**src/rtl/dq_pkg.sv**
```systemverilog
// Shared constants, types and word helpers for the double-ended queue.
package dq_pkg;

    localparam int DEPTH      = 1024;
    localparam int DATA_WIDTH = 32;
    localparam int WORD_W     = 32;
    localparam int PTR_W      = (DEPTH > 1) ? $clog2(DEPTH) : 1;
    localparam int CNT_W      = $clog2(DEPTH + 1);
    localparam int MODE_W     = 3;
    localparam int STATUS_W   = 2;

    localparam logic [MODE_W-1:0] MODE_PUSH_FRONT = 3'd0;
    localparam logic [MODE_W-1:0] MODE_PUSH_BACK  = 3'd1;
    localparam logic [MODE_W-1:0] MODE_POP_FRONT  = 3'd2;
    localparam logic [MODE_W-1:0] MODE_POP_BACK   = 3'd3;

    localparam logic [STATUS_W-1:0] STATUS_DONE      = 2'd0;
    localparam logic [STATUS_W-1:0] STATUS_POP_EMPTY = 2'd1;
    localparam logic [STATUS_W-1:0] STATUS_PUSH_FULL = 2'd2;

    localparam logic signed [WORD_W-1:0] NONE_WORD = -32'sd1;

    localparam logic [PTR_W-1:0] PTR_LAST = PTR_W'(DEPTH - 1);
    localparam logic [CNT_W-1:0] CNT_FULL = CNT_W'(DEPTH);

    // Commands from the controller to the datapath, one step each.
    typedef struct packed {
        logic load;
        logic exec;
        logic rd_front;
        logic rd_back;
        logic capture_back;
    } dq_cmd_t;

    function automatic logic [PTR_W-1:0] ptr_inc(input logic [PTR_W-1:0] p);
        logic [PTR_W-1:0] r;
        r = (p == PTR_LAST) ? '0 : p + 1'b1;
        return r;
    endfunction

    function automatic logic [PTR_W-1:0] ptr_dec(input logic [PTR_W-1:0] p);
        logic [PTR_W-1:0] r;
        r = (p == '0) ? PTR_LAST : p - 1'b1;
        return r;
    endfunction

    // Word as it goes into storage: sign-extended or cut to the stored width.
    function automatic logic [DATA_WIDTH-1:0] to_store(input logic signed [WORD_W-1:0] v);
        logic signed [63:0] ext;
        ext = 64'(v);
        return ext[DATA_WIDTH-1:0];
    endfunction

    // Stored word back to a 32-bit result word.
    function automatic logic [WORD_W-1:0] from_store(input logic [DATA_WIDTH-1:0] w);
        logic signed [63:0] ext;
        ext = 64'(signed'(w));
        return ext[WORD_W-1:0];
    endfunction

endpackage

```
**src/rtl/dq_ctrl.sv**
```systemverilog
// Command sequencer for the double-ended queue.
module dq_ctrl
    import dq_pkg::*;
(
    input  logic    clk,
    input  logic    rst_n,
    input  logic    start,
    output logic    busy,
    output logic    done,
    output dq_cmd_t cmd
);

    localparam logic [2:0] S_IDLE     = 3'd0;
    localparam logic [2:0] S_EXEC     = 3'd1;
    localparam logic [2:0] S_RD_FRONT = 3'd2;
    localparam logic [2:0] S_RD_BACK  = 3'd3;
    localparam logic [2:0] S_FIN      = 3'd4;

    logic [2:0] state_reg;
    logic [2:0] state_next;
    logic       done_reg;
    logic       done_next;

    always_comb
    begin
        state_next = state_reg;
        done_next  = 1'b0;
        cmd        = '0;
        unique case (state_reg)
            S_IDLE:
            begin
                if (start)
                begin
                    cmd.load   = 1'b1;
                    state_next = S_EXEC;
                end
            end
            S_EXEC:
            begin
                cmd.exec   = 1'b1;
                state_next = S_RD_FRONT;
            end
            S_RD_FRONT:
            begin
                cmd.rd_front = 1'b1;
                state_next   = S_RD_BACK;
            end
            S_RD_BACK:
            begin
                cmd.rd_back = 1'b1;
                state_next  = S_FIN;
            end
            S_FIN:
            begin
                cmd.capture_back = 1'b1;
                done_next        = 1'b1;
                state_next       = S_IDLE;
            end
            default:
            begin
                state_next = S_IDLE;
            end
        endcase
    end

    always_ff @(posedge clk or negedge rst_n)
    begin
        if (!rst_n)
        begin
            state_reg <= S_IDLE;
            done_reg  <= 1'b0;
        end
        else
        begin
            state_reg <= state_next;
            done_reg  <= done_next;
        end
    end

    assign busy = (state_reg != S_IDLE);
    assign done = done_reg;

    a_done_idle: assert property (@(posedge clk) disable iff (!rst_n)
        done_reg |-> (state_reg == S_IDLE))
        else $error("result strobe outside idle");

    a_accept_exec: assert property (@(posedge clk) disable iff (!rst_n)
        (state_reg == S_IDLE && start) |=> (state_reg == S_EXEC))
        else $error("accepted word did not start execution");

    a_fin_done: assert property (@(posedge clk) disable iff (!rst_n)
        (state_reg == S_FIN) |=> done_reg)
        else $error("finished command gave no result");

endmodule

```
**config.mk**
```make
export PLATFORM = sky130hd
export DESIGN_NAME = dq_ctrl
export DESIGN_NICKNAME = d
export VERILOG_FILES = /design/src/rtl/dq_pkg.sv /design/src/rtl/dq_ctrl.sv
export SDC_FILE = /design/constraint.sdc
export NUM_CORES = 1
export LEC_CHECK = 0
export BUFFER_PORTS_ARGS = -buffer_cell sky130_fd_sc_hd__buf_4
export CORE_AREA = 5 5 42 44
export DETAILED_ROUTE_END_ITERATION = 12
export DIE_AREA = 0 0 47 49
export GPL_TIMING_DRIVEN = 0
export PLACE_DENSITY = 0.38
export SLEW_MARGIN = 20
export SYNTH_ARGS = -nofsm -noshare
export SYNTH_HDL_FRONTEND = slang
export SYNTH_SLANG_ARGS = --single-unit
```
**constraint.sdc**
```tcl
create_clock -name clk -period 0.9 [get_ports clk]
set_input_delay 0.045 -clock clk [delete_from_list [all_inputs] [get_ports clk]]
set_output_delay 0.045 -clock clk [all_outputs]
set_load 0.02 [all_outputs]
```
==> summary.txt <==
Status: finished, violations left
Failing checks: negative setup slack
Mean Syn Cell Area: 11.0 um2
Dpl hpwl: 344 um
Post-DP Area: 295 um2
Nets: 41
CTS tree: yes
DR vias/cell: 3.73
# diodes: 0
Post-Syn Area: 198 um2
Final setup viols: 9
Drt wl/cell: 10.8 um
Die area: 2300 um2
Initial Utilization: 14.1%
CP Cell Sequence: or3_4 -> nor2_4 -> buf_6
Worst EP arrival: 1.24 ns
PnR worst setup slack: -0.388 ns
Crit-path max cell delay: 0.42 ns
Clock-pin slew on the worst setup and hold paths: 0.04 ns
Worst skew pair latency: 0.23 ns
First-pass GRT wire length: 883 um
Layout Cells excl Fill: 52
Maximum buffer depth of the clock tree: 2
Fmax: 777 MHz
Seq/Total Area, Yosys: 50.6%
Static Leakage: 0.195 nW
Vias in the first global route: 224
Fin. Hold Viols: 0
Syn Inst Count: 18
Final Wtd Congestion: 0.576
Slew headroom: 86.3%
Peak VDD IR: 0.878 mV
Cell row count: 14
Multi-input gate area: 113 um2
Pwr per Cell Area: 4010 nW/um2
Die Width: 47 um
Final WL: 559 um
Final Skew: 0.00134 ns
Clk sink count: 4
Area Growth Syn to Fin: 108%
Layout cell share with drive strength beyond 1: 83.3%
CP max FO: 4
Slowest CP cell: dfrtp_2
FF/Latch Area: 104 um2
DR vias: 194
Crit path kind: reg -> out
Detailed Route Iter0 Violations: 3
Mapped Nets: 21
Tmin final: 1.29 ns
H-tree lvl count: 1
CP required: 0.85 ns
Crit. End Element: output port
Placeable Area: 1400 um2
Ports: 10
Total track usage: 6.00%
Tcrit/Tclk final: 143%
Largest net degree at the start of global routing: 5
Antenna Violating Nets Remaining: 0
Max-Cap Viols: 0
Global route total overflow: 0
Port buffer count: 9
Cells after DPL: 43
Worst Hold Class: in -> reg
Worst-margin pin slew: 0.205 ns
Initial antenna violation count: 0
Fillcell total: 160
Clock root buffer: clkbuf_4
Die Span Y: 49 um
RSZ-0062 raised after global routing: true
Fin area: 412 um2
Yosys warning total: 0
Netlist cell types: 11
Pins Over Slew Limit: 0
DRC Markers: 0
Number of synthesized register bits: 4
DRT Pass-1 Iters: 3
Startpoint class of the critical path: flip-flop
CTS Buf Count: 3
Final Power: 0.00165 W
Number of flip-flops under the largest register name: 3
[timing repair]
action,4_1_cts,5_1_grt
gates resized for setup,9,4
gates cloned,0,0
hold endpoints to repair,4,0
pin swaps,3,2
setup buffers,7,1
endpoints found under the setup margin,6,9
hold buffers,1,0
[cells in the mapped netlist, drive strengths merged]
master	count	area (um2)
dfrtp	4	100
nor2	3	13.8
nor3b	3	22.5
and3b	2	20.0
buf	1	7.51
clkbuf	1	5.00
inv	1	3.75
nor3	1	5.00
or3	1	11.3
xnor2	1	8.76
[worst max-delay path, delay by kind of cell (launching register included)]
kind | cells | cell delay [ns]
AND/OR/NAND/NOR | 2 | 0.48
buffers and inverters | 1 | 0.12
flip-flops | 1 | 0.42
[placed cells by master, fill, tap and decap left out]
master         count
nor3_4             1
buf_6              5
dfrtp_2            3
buf_4             11
inv_1              1
clkbuf_4           3
dlygate4sd3_1      1
dfrtp_1            1
nor3b_2            3
or3_4              1
nor2_1             2
nor2_4             1
and3b_2            2
xnor2_1            1
[final cells by class]
class / instances / share of cell area, %
Clock buffer: 3 / 5.47
Inverter: 1 / 0.912
Multi-Input combinational cell: 11 / 27.4
Sequential cell: 4 / 25.2
Tap cell: 16 / 4.86
Timing Repair Buffer: 17 / 36.2
[report_power, final]
| part | leakage [nW] | internal [W] | switching [W] | total, W |
|---|---|---|---|---|
| clock network | 0.0138 | 0.000149 | 0.0000728 | 0.000222 |
| registers | 0.0478 | 0.000269 | 0.0000761 | 0.000345 |
| logic | 0.134 | 0.000602 | 0.000481 | 0.00108 |
| total | 0.195 | 0.00102 | 0.000630 | 0.00165 |
[metrics by stage]
step                setup TNS [ns]  hold WS, ns  util, %  setup slack [ns]
floorplan                   -0.434       -0.251        -            -0.203
global placement            -0.657       -0.158     21.1            -0.249
detailed placement          -0.701       -0.157     21.1            -0.263
CTS                          -2.56       0.0809     28.8            -0.408
global route                 -2.57        0.129     29.4            -0.416
finish                       -2.25        0.108     29.4            -0.388
[final timing paths]
path	startpoint	to	slack [ns]	depth (start not counted)
max	state_reg[1]$_DFFE_PN0P_	cmd[4]	-0.39	3
min	start	state_reg[0]$_DFFE_PN0P_	0.11	3
max reg2reg	state_reg[2]$_DFFE_PN0P_	state_reg[2]$_DFFE_PN0P_	-0.14	4
min reg2reg	state_reg[1]$_DFFE_PN0P_	done$_DFF_PN0_	0.48	1
max in group asynchronous	rst_n	state_reg[1]$_DFFE_PN0P_	0.65	2
min in group asynchronous	rst_n	state_reg[2]$_DFFE_PN0P_	0.14	2
[cells by family (layout without fill, tap and decap cells)]
| group | after synthesis | after routing | synth area share, % |
|---|---|---|---|
| AND/OR/NAND/NOR | 10 | 10 | 36.7 |
| flip-flops | 4 | 4 | 50.6 |
| buffers and inverters | 3 | 21 | 8.23 |
| XOR/XNOR | 1 | 1 | 4.43 |
[per-layer routing]
layer | global-route usage [%] | up-vias | wire length (um)
met5 | 0 | - | 0
met4 | 8.29 | 0 | 0
met3 | 2.21 | 0 | 11
met2 | 10.2 | 1 | 375
met1 | 3.55 | 97 | 172
li1 | - | 96 | -
Power figures use the tool's default switching activity.
